--- src/rtl/core/rstt_pkg.sv ---
// Shared types, constants and request codes for the relay schedule table timer.
package rstt_pkg;

	localparam int MAX_ENTRIES = 16;
	localparam int SLOT_W      = $clog2(MAX_ENTRIES);
	localparam int CNT_W       = $clog2(MAX_ENTRIES + 1);

	localparam int TIME_W  = 18;
	localparam int ETIME_W = 17;
	localparam int AOFF_W  = 11;
	localparam int DATE_W  = 27;
	localparam int REQ_W   = 3;
	localparam int REP_W   = 3;
	localparam int WDAY_W  = 3;
	localparam int PROD_W  = 17;

	// request codes
	localparam logic [REQ_W-1:0] REQ_LOAD      = 3'd0;
	localparam logic [REQ_W-1:0] REQ_SCHED     = 3'd1;
	localparam logic [REQ_W-1:0] REQ_AUTO_OFF  = 3'd2;
	localparam logic [REQ_W-1:0] REQ_SET_EXP   = 3'd3;
	localparam logic [REQ_W-1:0] REQ_CLEAR_EXP = 3'd4;

	// repeat kinds
	localparam logic [REP_W-1:0] REP_ONCE     = 3'd0;
	localparam logic [REP_W-1:0] REP_DAILY    = 3'd1;
	localparam logic [REP_W-1:0] REP_WEEKENDS = 3'd2;
	localparam logic [REP_W-1:0] REP_WEEKDAYS = 3'd3;

	// weekday codes that count as weekend
	localparam logic [WDAY_W-1:0] WDAY_SUN = 3'd0;
	localparam logic [WDAY_W-1:0] WDAY_SAT = 3'd6;

	// result causes
	localparam logic CAUSE_SCHED    = 1'b0;
	localparam logic CAUSE_AUTO_OFF = 1'b1;

	localparam logic [TIME_W:0]   WINDOW_SEC  = 19'd5;
	localparam logic [5:0]        SEC_PER_MIN = 6'd60;
	localparam logic [TIME_W-1:0] EXPIRY_MAX  = 18'h3FFFF;

	// one table entry as loaded
	typedef struct packed {
		logic               active;
		logic [REP_W-1:0]   repeat_kind;
		logic               action_on;
		logic [ETIME_W-1:0] fire_time;
		logic [AOFF_W-1:0]  auto_off_min;
	} entry_t;

	// tick context broadcast to every cell
	typedef struct packed {
		logic [TIME_W-1:0] now;
		logic [DATE_W-1:0] today;
		logic              weekend;
	} query_t;

	// chain control from the sequencer
	typedef struct packed {
		logic shift;
		logic clr;
		logic take;
	} cell_ctl_t;

	// firing report of the cell holding the token
	typedef struct packed {
		logic              fire;
		logic              action_on;
		logic [AOFF_W-1:0] auto_off_min;
	} cell_hit_t;

endpackage

--- src/rtl/core/rstt_cell.sv ---
// One table cell: holds an entry and its fired date, passes the scan token on.
module rstt_cell (
	input  logic                            clk,
	input  logic                            arst_n,
	input  rstt_pkg::cell_ctl_t             ctl,
	input  logic                            tok_in,
	output logic                            tok_out,
	input  logic                            wr,
	input  rstt_pkg::entry_t                wdata,
	input  rstt_pkg::query_t                qry,
	output rstt_pkg::cell_hit_t             hit
);

	logic                          tok_q;
	rstt_pkg::entry_t              entry_q;
	logic [rstt_pkg::DATE_W-1:0]   fired_q;
	logic                          rep_match;
	logic                          in_window;
	logic                          fire;

	// move the token along the chain
	always_ff @(posedge clk or negedge arst_n) begin
		if (!arst_n) begin
			tok_q <= 1'b0;
		end else if (ctl.clr) begin
			tok_q <= 1'b0;
		end else if (ctl.shift) begin
			tok_q <= tok_in;
		end
	end

	assign tok_out = tok_q;

	// match the repeat kind against the day
	always_comb begin
		case (entry_q.repeat_kind)
			rstt_pkg::REP_ONCE:     rep_match = (fired_q == '0);
			rstt_pkg::REP_DAILY:    rep_match = 1'b1;
			rstt_pkg::REP_WEEKENDS: rep_match = qry.weekend;
			rstt_pkg::REP_WEEKDAYS: rep_match = !qry.weekend;
			default:                rep_match = 1'b0;
		endcase
	end

	// check the five-second window
	assign in_window = ({1'b0, qry.now} >= {2'b00, entry_q.fire_time}) &&
		({1'b0, qry.now} < ({2'b00, entry_q.fire_time} + rstt_pkg::WINDOW_SEC));

	assign fire = tok_q && entry_q.active && rep_match && (fired_q != qry.today) && in_window;

	assign hit.fire         = fire;
	assign hit.action_on    = fire & entry_q.action_on;
	assign hit.auto_off_min = fire ? entry_q.auto_off_min : '0;

	// load the entry, stamp the date on a firing
	always_ff @(posedge clk) begin
		if (wr) begin
			entry_q <= wdata;
			fired_q <= '0;
		end else if (ctl.take && fire) begin
			fired_q <= qry.today;
		end
	end

endmodule

--- src/rtl/core/relay_schedule_table_timer.sv ---
// Relay schedule table timer top level: request sequencer, cell chain and result register.
// Load, expiry and auto-off requests are handled in the idle state. On a schedule tick
// a scan token walks the chain of entry cells one cell per cycle unless a stalled result
// holds it, and each firing entry gives one result in slot order. The block takes one
// request at a time and accepts a new one once the tick's scan has ended and the
// result register can take a result. Results that find the output stalled hold the
// scan in place until the downstream side takes them.
module relay_schedule_table_timer (
	input  logic                                clk,
	input  logic                                arst_n,
	input  logic                                in_valid,
	output logic                                in_ready,
	input  logic [rstt_pkg::REQ_W-1:0]          req_type,
	input  logic [3:0]                          entry_index,
	input  logic                                entry_active,
	input  logic [rstt_pkg::REP_W-1:0]          entry_repeat,
	input  logic                                entry_action_on,
	input  logic [rstt_pkg::ETIME_W-1:0]        entry_time,
	input  logic [rstt_pkg::AOFF_W-1:0]         entry_auto_off_min,
	input  logic                                last_entry,
	input  logic [rstt_pkg::TIME_W-1:0]         time_value,
	input  logic                                time_valid,
	input  logic [rstt_pkg::DATE_W-1:0]         today_date,
	input  logic [rstt_pkg::WDAY_W-1:0]         weekday,
	output logic                                out_valid,
	input  logic                                out_ready,
	output logic                                relay_on,
	output logic                                cause,
	output logic [3:0]                          fired_slot,
	output logic                                last_result
);

	localparam logic ST_IDLE = 1'b0;
	localparam logic ST_SCAN = 1'b1;

	logic                                   state_q;
	logic [rstt_pkg::CNT_W-1:0]             count_q;
	logic [rstt_pkg::CNT_W-1:0]             pos_q;
	logic [rstt_pkg::TIME_W-1:0]            expiry_q;
	logic                                   armed_q;
	rstt_pkg::query_t                       qry_q;

	logic                                   pend_v_q;
	logic                                   pend_on_q;
	logic [rstt_pkg::SLOT_W-1:0]            pend_slot_q;

	logic                                   out_v_q;
	logic                                   out_on_q;
	logic                                   out_cause_q;
	logic [rstt_pkg::SLOT_W-1:0]            out_slot_q;
	logic                                   out_last_q;

	logic                                   accept;
	logic                                   out_busy;
	logic                                   scan_end;
	logic                                   stall;
	logic                                   adv;
	logic                                   start;
	rstt_pkg::cell_ctl_t                    ctl;
	rstt_pkg::entry_t                       wdata;
	rstt_pkg::cell_hit_t                    hits [rstt_pkg::MAX_ENTRIES];
	rstt_pkg::cell_hit_t                    hit_any;
	logic [rstt_pkg::MAX_ENTRIES-1:0]       wr;
	logic [rstt_pkg::MAX_ENTRIES-1:0]       tok;
	logic [rstt_pkg::PROD_W-1:0]            aoff_sec;
	logic [rstt_pkg::TIME_W:0]              exp_sum;
	logic [rstt_pkg::TIME_W-1:0]            exp_new;

	// handshake
	assign out_busy = out_v_q && !out_ready;
	assign in_ready = (state_q == ST_IDLE) && !out_busy;
	assign accept   = in_valid && in_ready;
	assign start    = accept && (req_type == rstt_pkg::REQ_SCHED) && time_valid;

	// scan control
	assign scan_end = (pos_q == count_q) ||
		(pos_q == rstt_pkg::CNT_W'(rstt_pkg::MAX_ENTRIES));
	assign stall    = hit_any.fire && pend_v_q && out_busy;
	assign adv      = (state_q == ST_SCAN) && !scan_end && !stall;

	assign ctl.shift = adv || start;
	assign ctl.clr   = (state_q == ST_SCAN) && scan_end;
	assign ctl.take  = adv;

	// decode load writes
	assign wdata.active       = entry_active;
	assign wdata.repeat_kind  = entry_repeat;
	assign wdata.action_on    = entry_action_on;
	assign wdata.fire_time    = entry_time;
	assign wdata.auto_off_min = entry_auto_off_min;

	always_comb begin
		for (int i = 0; i < rstt_pkg::MAX_ENTRIES; i++) begin
			wr[i] = accept && (req_type == rstt_pkg::REQ_LOAD) &&
				(entry_index == rstt_pkg::SLOT_W'(i));
		end
	end

	// cell chain
	for (genvar g = 0; g < rstt_pkg::MAX_ENTRIES; g++) begin : g_cell
		logic tok_prev;
		if (g == 0) begin : g_head
			assign tok_prev = start;
		end else begin : g_body
			assign tok_prev = tok[g-1];
		end
		rstt_cell u_cell (
			.clk    (clk),
			.arst_n (arst_n),
			.ctl    (ctl),
			.tok_in (tok_prev),
			.tok_out(tok[g]),
			.wr     (wr[g]),
			.wdata  (wdata),
			.qry    (qry_q),
			.hit    (hits[g])
		);
	end

	// combine reports; only the token holder can fire
	always_comb begin
		hit_any = '0;
		for (int i = 0; i < rstt_pkg::MAX_ENTRIES; i++) begin
			hit_any = hit_any | hits[i];
		end
	end

	// expiry from auto-off minutes, saturated
	assign aoff_sec = {{(rstt_pkg::PROD_W - rstt_pkg::AOFF_W){1'b0}}, hit_any.auto_off_min} *
		rstt_pkg::SEC_PER_MIN;
	assign exp_sum  = {1'b0, qry_q.now} + {2'b00, aoff_sec};
	assign exp_new  = exp_sum[rstt_pkg::TIME_W] ? rstt_pkg::EXPIRY_MAX :
		exp_sum[rstt_pkg::TIME_W-1:0];

	// latch tick context
	always_ff @(posedge clk) begin
		if (start) begin
			qry_q.now     <= time_value;
			qry_q.today   <= today_date;
			qry_q.weekend <= (weekday == rstt_pkg::WDAY_SUN) || (weekday == rstt_pkg::WDAY_SAT);
		end
	end

	// sequencer and block state
	always_ff @(posedge clk or negedge arst_n) begin
		if (!arst_n) begin
			state_q  <= ST_IDLE;
			count_q  <= '0;
			pos_q    <= '0;
			expiry_q <= '0;
			armed_q  <= 1'b0;
			pend_v_q <= 1'b0;
			out_v_q  <= 1'b0;
		end else begin
			if (out_v_q && out_ready) begin
				out_v_q <= 1'b0;
			end
			case (state_q)
				ST_IDLE: begin
					if (accept) begin
						case (req_type)
							rstt_pkg::REQ_LOAD: begin
								if (last_entry) begin
									count_q <= rstt_pkg::CNT_W'(entry_index) + 1'b1;
								end
							end
							rstt_pkg::REQ_SCHED: begin
								if (time_valid) begin
									state_q <= ST_SCAN;
									pos_q   <= '0;
								end
							end
							rstt_pkg::REQ_AUTO_OFF: begin
								if (armed_q && time_valid && (time_value >= expiry_q)) begin
									armed_q <= 1'b0;
									out_v_q <= 1'b1;
								end
							end
							rstt_pkg::REQ_SET_EXP: begin
								expiry_q <= time_value;
								armed_q  <= 1'b1;
							end
							rstt_pkg::REQ_CLEAR_EXP: begin
								armed_q <= 1'b0;
							end
							default: begin
							end
						endcase
					end
				end
				ST_SCAN: begin
					if (scan_end) begin
						// flush the held result as the last one
						if (!pend_v_q) begin
							state_q <= ST_IDLE;
						end else if (!out_busy) begin
							out_v_q  <= 1'b1;
							pend_v_q <= 1'b0;
							state_q  <= ST_IDLE;
						end
					end else if (!stall) begin
						pos_q <= pos_q + 1'b1;
						if (hit_any.fire) begin
							pend_v_q <= 1'b1;
							if (hit_any.action_on && (hit_any.auto_off_min != '0)) begin
								expiry_q <= exp_new;
								armed_q  <= 1'b1;
							end
							if (pend_v_q) begin
								out_v_q <= 1'b1;
							end
						end
					end
				end
				default: begin
					state_q <= ST_IDLE;
				end
			endcase
		end
	end

	// result payload and held result
	always_ff @(posedge clk) begin
		if (state_q == ST_IDLE) begin
			if (accept) begin
				out_on_q    <= 1'b0;
				out_cause_q <= rstt_pkg::CAUSE_AUTO_OFF;
				out_slot_q  <= '0;
				out_last_q  <= 1'b1;
			end
		end else if (scan_end) begin
			if (pend_v_q && !out_busy) begin
				out_on_q    <= pend_on_q;
				out_cause_q <= rstt_pkg::CAUSE_SCHED;
				out_slot_q  <= pend_slot_q;
				out_last_q  <= 1'b1;
			end
		end else if (!stall && hit_any.fire) begin
			pend_on_q   <= hit_any.action_on;
			pend_slot_q <= pos_q[rstt_pkg::SLOT_W-1:0];
			if (pend_v_q) begin
				out_on_q    <= pend_on_q;
				out_cause_q <= rstt_pkg::CAUSE_SCHED;
				out_slot_q  <= pend_slot_q;
				out_last_q  <= 1'b0;
			end
		end
	end

	assign out_valid   = out_v_q;
	assign relay_on    = out_on_q;
	assign cause       = out_cause_q;
	assign fired_slot  = out_slot_q;
	assign last_result = out_last_q;

endmodule
--- config.mk ---
export PLATFORM = sky130hd
export DESIGN_NAME = relay_schedule_table_timer
export DESIGN_NICKNAME = d
export VERILOG_FILES = /design/src/rtl/core/rstt_pkg.sv /design/src/rtl/core/rstt_cell.sv /design/src/rtl/core/relay_schedule_table_timer.sv
export SDC_FILE = /design/constraint.sdc
export NUM_CORES = 2
export LEC_CHECK = 0
export ABC_AREA = 1
export ABC_CLOCK_PERIOD_IN_PS = 18300
export BUFFER_PORTS_ARGS = -buffer_cell sky130_fd_sc_hd__buf_4
export CORE_MARGIN = 2
export CORE_UTILIZATION = 43
export CTS_CLUSTER_DIAMETER = 80
export DETAILED_ROUTE_END_ITERATION = 8
export PLACE_DENSITY_LB_ADDON = 0.2
export SYNTH_ARGS = -nofsm -noshare
export SYNTH_HDL_FRONTEND = slang
export SYNTH_SLANG_ARGS = --single-unit
--- constraint.sdc ---
create_clock -name clk -period 18.3 [get_ports clk]
set_input_delay 0.915 -clock clk [delete_from_list [all_inputs] [get_ports clk]]
set_output_delay 0.915 -clock clk [all_outputs]
set_load 0.1 [all_outputs]
* Word-level counts from Yosys, hierarchy flattened
Cells that the tools add are included.
** Word-level totals
- Register bits :: 1066
- Bits of input ports :: 94
- Output and inout bits :: 9
- Word-level logic and storage cells :: 625
** Cells by class
- $add $sub $neg :: 19
- Multipliers :: 1
- $lt $le $gt $ge :: 33
- Equal/unequal tests :: 100
- Multiplexer cells :: 128
- Bitwise gates (word level) :: 33
- Reduce and logical (&&, ||, !) cells :: 183
** Operators by type and width (number)
- $logic_not 27->1 :: 16
- $ne 27x27->1 :: 16
- $lt 18x19->1 :: 16
- $add 17x3->18 const B :: 16
- $ge 18x17->1 :: 16
- $or 13x13->13 :: 15
- $mux 11 :: 16
- $logic_and 1x1->1 :: 129
- $mux 18 :: 7
- $eq 3x2->1 const B :: 34
- $mux 1 :: 72
- $pmux 1 s4 :: 16
- $logic_not 3->1 :: 18
- $eq 3x1->1 const B :: 17
- $pmux 18 s2 :: 1
- $eq 4x4->1 const B :: 8
- $mux 5 :: 5
- $mux 4 :: 6
- $add 18x17->19 :: 1
- $ge 18x18->1 :: 1
- $and 1x1->1 :: 16
- $eq 4x3->1 const B :: 4
- $mul 11x4->15 const B :: 1
- $ne 2x2->1 const B :: 6
- other kinds (26) :: 44

* Longest topological paths before layout
- Depth in word-level cells :: 29
- Depth in mapped cells :: 62
- Depth with buffers taken out :: 61

* Modules after synthesis
Synthesis repeated with hierarchy kept, for this count alone.
** Unflattened totals
- Cells, all modules :: 11009
- Area total of the unflattened synthesis :: 77596.9 µm²
** Modules (own cells, without submodules)
- rstt_cell at g_cell[0].u_cell ... :: instances 11, cells an instance 630, area each 4403.0 µm², seq. area each 1556.5 µm²
- rstt_cell at g_cell[13].u_cell ... :: instances 2, cells an instance 629, area each 4367.9 µm², seq. area each 1556.5 µm²
- relay_schedule_table_timer :: instances 1, cells an instance 898, area each 6995.5 µm², seq. area each 2542.4 µm²
- rstt_cell at g_cell[9].u_cell :: instances 1, cells an instance 629, area each 4549.4 µm², seq. area each 1556.5 µm²
- rstt_cell at g_cell[12].u_cell :: instances 1, cells an instance 667, area each 4530.6 µm², seq. area each 1556.5 µm²
- rstt_cell at g_cell[15].u_cell :: instances 1, cells an instance 627, area each 4352.9 µm², seq. area each 1556.5 µm²

* Worst setup path before layout
OpenSTA, ideal clock, no wires.
- Path kind :: reg-to-reg
- From :: register g_cell[14].u_cell.entry_q[11] (netlist bit)
- To :: register expiry_q[6] (netlist bit)
- Setup time :: 0.117 ns
- Arrival :: 8.324 ns
- Data required time :: 18.183 ns
- Slack :: 9.859 ns
- Stages on the path, launching flop included :: 55
- Buffers on the path :: 2
- Period minus slack after synthesis :: 8.441 ns
- Cells stage by stage :: edfxtp_1 > ha_1 > o21ai_0 > nor3_1 > nand2_1 > nor2_1 > nand3_1 > nor3_1 > nand3_1 > nor3_1 > xor2_1 > ha_1 > nand3_1 > nor3_1 > nand3_1 > a21oi_1 > nor2_1 > nand2_1 > (+19 left out) > a21oi_1 > nor2_1 > nor2_1 > xor2_1 > ha_1 > nand2_1 > nor2_1 > nand3_1 > o2111ai_1 > nand2_1 > nand2_1 > nand2_1 > clkbuf_1 > nand3_1 > o21ai_0 > inv_1 > nand3_1 > nand2_1
** Between the ends
- Longest elaborated chain between the ends :: 15
- Elaborated cells on any way between the ends :: 25
- Those cells by class :: add/sub: 2; mul: 1; order compare: 2; eq/ne: 3; mux: 7; bitwise: 3; reduce/logical: 7
** RTL lines
- from (decl) :: RTL line rstt_cell.sv:15 : rstt_pkg::entry_t entry_q;
- from (signal assigned) :: RTL line rstt_cell.sv:58 : entry_q <= wdata;
- $add 17x3->18 :: RTL line rstt_cell.sv:47 : ({1'b0, qry.now} < ({2'b00, entry_q.fire_time} + rstt_pkg::WINDOW_SEC));
- $lt 18x19->1 :: RTL line rstt_cell.sv:47
- $logic_and 1x1->1 * :: RTL line rstt_cell.sv:46 : assign in_window = ({1'b0, qry.now} >= {2'b00, entry_q.fire_time}) &&
- $logic_and 1x1->1 * :: RTL line rstt_cell.sv:49 : assign fire = tok_q && entry_q.active && rep_match && (fired_q != qry.today) && in_window;
- $mux 11 :: RTL line rstt_cell.sv:53 : assign hit.auto_off_min = fire ? entry_q.auto_off_min : '0;
- $or 13x13->13 * (2 in a row) :: RTL line relay_schedule_table_timer.sv:124 : hit_any = hit_any | hits[i];
- $mul 11x4->15 :: RTL line relay_schedule_table_timer.sv:129 : assign aoff_sec = {{(rstt_pkg::PROD_W - rstt_pkg::AOFF_W){1'b0}}, hit_any.auto_off_min} *
- $add 18x17->19 :: RTL line relay_schedule_table_timer.sv:131 : assign exp_sum = {1'b0, qry_q.now} + {2'b00, aoff_sec};
- $mux 18 :: RTL line relay_schedule_table_timer.sv:132 : assign exp_new = exp_sum[rstt_pkg::TIME_W] ? rstt_pkg::EXPIRY_MAX :
- $mux 18 :: RTL line relay_schedule_table_timer.sv:205 : if (hit_any.action_on && (hit_any.auto_off_min != '0)) begin
- $mux 18 :: RTL line relay_schedule_table_timer.sv:203 : if (hit_any.fire) begin
- $mux 18 :: RTL line relay_schedule_table_timer.sv:201 : end else if (!stall) begin
- $mux 18 :: RTL line relay_schedule_table_timer.sv:192 : if (scan_end) begin
- $pmux 18 s2 :: RTL line relay_schedule_table_timer.sv:158 : case (state_q)
- to (signal assigned) :: RTL line relay_schedule_table_timer.sv:180 : expiry_q <= time_value;
- to (signal assigned) :: RTL line relay_schedule_table_timer.sv:206 : expiry_q <= exp_new;
- to (decl) :: RTL line relay_schedule_table_timer.sv:39 : logic [rstt_pkg::TIME_W-1:0] expiry_q;
Mark *: on every way between the ends. The rest lies on a longest branch, timed or not. The select of a mux whose other input is x is not followed.
A chain may end at the register's enable or synchronous reset.

* Final worst setup path
- From :: register g_cell[14].u_cell.entry_q[11] (netlist bit)
- To :: register expiry_q[15] (netlist bit)
The elaborated chain is that of the path after synthesis.

==> impl_metrics.yaml <==
status:
  status: "complete, no violations"
drt:
  drt-total-wl_um: 196000
  drc: 0
  via_per_inst: 5.24
  wl_per_cell_um: 19.2
  drtPass1Iterations: 6
  drt_iter0_drc: 4116
  vias: 53400
  ant_nets: 0
floorplan:
  dieWidth_um: 396
  ios: 103
  dieArea_um2: 157000
  fp.coreArea_um2: 152000
  die_y_um: 396
  num_rows: 143
  start_util_pct: 43.3
final_layout:
  register_area_um2: 27400
  fill_cells: 14600
  drive_above_1_share_pct: 5.20
  utilization_pct: 47.8
  multi_input_area_um2: 33300
  nets: 8821
  syn_to_final_growth_pct: 10.3
  final_cells: 10200
power_and_ir_drop:
  power.leakage_nw: 33.2
  vdd_drop_max_mv: 0.0813
  sw_frac_of_total_pct: 30.2
  power.density_nw_per_um2: 93.5
  netSwitchingPower_mw: 2.06
  pwr-share-comb_pct: 18.4
  seqPwrFrac_pct: 45.1
  clock_power_share_pct: 36.6
  internal_power_mw: 4.75
critical_path:
  crit_arrival_ps: 10950
  critPathMaxStageDelay_ps: 800
  cp_slowest_cell: "clkinv_1"
  r2r_cells: 55
  r2r-start: "g_cell[14].u_cell.entry_q[11]"
  reg2reg_slack_ps: 8040
  critPathCaptureType: "flop"
  crit_path_start_kind: "flop"
  reg2reg_to: "expiry_q[15]"
  cp_data_required_time_ps: 18980
  worstSetupPathType: "flop to flop"
  cp_max_fo: 27
  crit_path_frequent_cell: "nand2_1"
worst_hold_path:
  hp-class: "primary input to asynchronous set/reset pin"
synth:
  async_flop_share_pct: 4.50
  synth_fp_nets: 8776
  synth_ff_type: "edfxtp_1"
  synth_cell_types: 50
  seq_area_frac_synth_pct: 41.6
  synth_cells: 8024
  ys_ff_latch: 1066
  synth.avg_cell_area_um2: 8.22
  syn-cell-area_um2: 66000
  yosysWarningCount: 0
  synth_edf_count: 586
clocking:
  cts_tree: "yes"
  post_cts_resized: 0
  post_cts_buffers: 0
  cts_sinks: 1066
  cts_root_buf: "clkbuf_16"
  clkTransAtPathRegs_ps: 60
  holdBufCountCts: 0
  insertion_delay_ps: 780
  cts_made_buffers: 118
  clockBufferDepth: 3
  htreeDepth: 3
placed_design:
  hpwl_um: 126000
  place_inst: 9979
  place_ws_ps: 8210
  gp_congestion: 0.867
  port_buffers: 102
timing:
  hold_viol_final: 0
  clock_skew_ps: 59.4
  fin_crit_ps: 10260
  setup_viol_count_final: 0
  fin_crit_sh_pct: 56.1
  fmax_mhz: 97.4
  tns_ps: 0
  rsz0062_at_grt: "no"
  timing.slew.headroom_pct: 21.4
  tightest_slew_ps: 1180
  timing.final.ws_setup_ps: 8040
  drv_slew: 0
job:
  max_cap_viol_count: 0
grt:
  grt_pass1_vias: 51400
  grt_max_degree: 160
  grt_first_pass_wirelength_um: 300000
  overflow: 0
  track_usage_pct: 24.8
  antenna_found_initial: 17
-- registers in the layout (all words and copies together), names as in the netlist --
name / flops
g_cell.u_cell.entry_q: 528
g_cell.u_cell.fired_q: 432
qry_q: 46
expiry_q: 18
g_cell.u_cell.tok_out: 16
count_q: 5
pos_q: 5
fired_slot: 4
pend_slot_q: 4
armed_q: 1
cause: 1
last_result: 1
out_valid: 1
pend_on_q: 1
pend_v_q: 1
relay_on: 1
state_q: 1
-- cells in the mapped netlist, drive strengths merged (18+ instances only) --
| master | instances | share of area, % |
|---|---|---|
| nand2 | 1592 | 9.1 |
| inv | 1059 | 6.0 |
| nor2 | 772 | 4.4 |
| a21oi | 649 | 5.0 |
| ha | 640 | 12 |
| edfxtp | 586 | 27 |
| nand3 | 500 | 3.8 |
| dfxtp | 432 | 13 |
| o21ai | 406 | 3.1 |
| xor2 | 331 | 4.4 |
| xnor2 | 286 | 3.8 |
| clkbuf | 140 | 0.80 |
| nand4 | 139 | 1.3 |
| nor3 | 139 | 1.1 |
| buf | 122 | 1.2 |
| dfrtp | 48 | 1.8 |
| a21o | 31 | 0.35 |
| o21bai | 27 | 0.31 |
| fa | 18 | 0.55 |
-- per-layer routing --
metal  GRT usage, %  up-vias  share of wire (%)
li1               -    26500                  -
met1           32.3    25300                 44
met2           42.8     1361                 48
met3           3.15      331                5.4
met4           7.22        6                3.0
met5              0        -              0.018
-- area by class of cell --
| class | instances | share of cell area (%) |
|---|---|---|
| Multi-Input combinational cell | 5625 | 45.8 |
| Sequential cell | 1066 | 37.7 |
| Inverter | 1071 | 5.52 |
| Clock buffer | 153 | 4.47 |
| Tap cell | 2030 | 3.49 |
| Timing Repair Buffer | 187 | 1.95 |
| Clock inverter | 68 | 1.09 |
| Antenna cell | 1 | 0.00344 |
-- how the worst max path moves through the flow --
stage	start	endpoint	slack (ps)	depth (start not counted)
floorplan	g_cell[14].u_cell.entry_q[11]	expiry_q[6]	9860	54
global placement	g_cell[14].u_cell.entry_q[11]	expiry_q[15]	8450	52
finish	g_cell[14].u_cell.entry_q[11]	expiry_q[15]	8040	55
CTS	g_cell[14].u_cell.entry_q[11]	expiry_q[15]	8160	55
detailed placement	g_cell[14].u_cell.entry_q[11]	expiry_q[15]	8210	55
global route	g_cell[14].u_cell.entry_q[11]	expiry_q[14]	6910	55
-- metrics by stage --
stage / hold WS, ps / instance area, um2 / power (mW)
after floorplan: 442 / 66000 / 4.03
after global placement: 458 / 68700 / 4.32
after detailed placement: 460 / 68700 / 4.36
after CTS: 219 / 72800 / 6.84
after global routing: 254 / 72800 / 7.14
final: 209 / 72800 / 6.80
-- cells in the final DEF (no fill, tap or decap), types with 12 or more instances in the layout --
master	netlist	layout
o21ai_0	380	380
xor2_1	331	331
buf_4	16	186
o21bai_1	27	27
nand4_1	138	138
clkinv_1	12	28
xnor2_1	286	286
dfrtp_1	48	48
nand3b_1	14	14
nor3_1	138	138
nor2_1	772	755
clkbuf_1	140	20
clkinv_2	0	18
nand3_1	500	500
inv_2	17	19
a21oi_1	647	647
bufinv_16	0	12
fa_1	18	18
o21ai_1	26	26
ha_1	640	640
inv_1	1042	1040
nand2_1	1584	1584
nor2_4	0	16
clkbuf_8	0	13
nor4_1	16	14
a21o_1	31	31
edfxtp_1	586	586
dfxtp_1	432	432
clkbuf_16	0	120
-- cell families after synthesis --
| logic type | after synthesis | share of synthesized area (%) |
|---|---|---|
| flops | 1066 | 41.6 |
| mux | 1 | 0.0171 |
| simple gates | 3184 | 20.1 |
| buf+inv | 1333 | 8.13 |
| xor+xnor | 617 | 8.19 |
| fa+ha+maj | 658 | 12.7 |
| compound gates | 1165 | 9.30 |
-- critical path, delay by kind of cell (launching register included) --
kind	cells	cell delay [ps]
and+or+nand+nor	31	4110
AOI/OAI and AO/OA	10	1990
xor gates and xnor gates	2	240
DFF	1	400
buffers and inverters	6	1290
adders and majority gates	6	2170
-- power groups by stage --
stage                     Sequential (mW)  Combinational [mW]  Clock [mW]
final                                3.07                1.25        2.49
after global routing                 3.10                1.41        2.63
after CTS                            3.06                1.25        2.53
after detailed placement             3.11                1.25           0
after global placement               3.10                1.22           0
after floorplan                      3.12               0.908           0
Note: power is estimated with default switching activity, not from simulation.
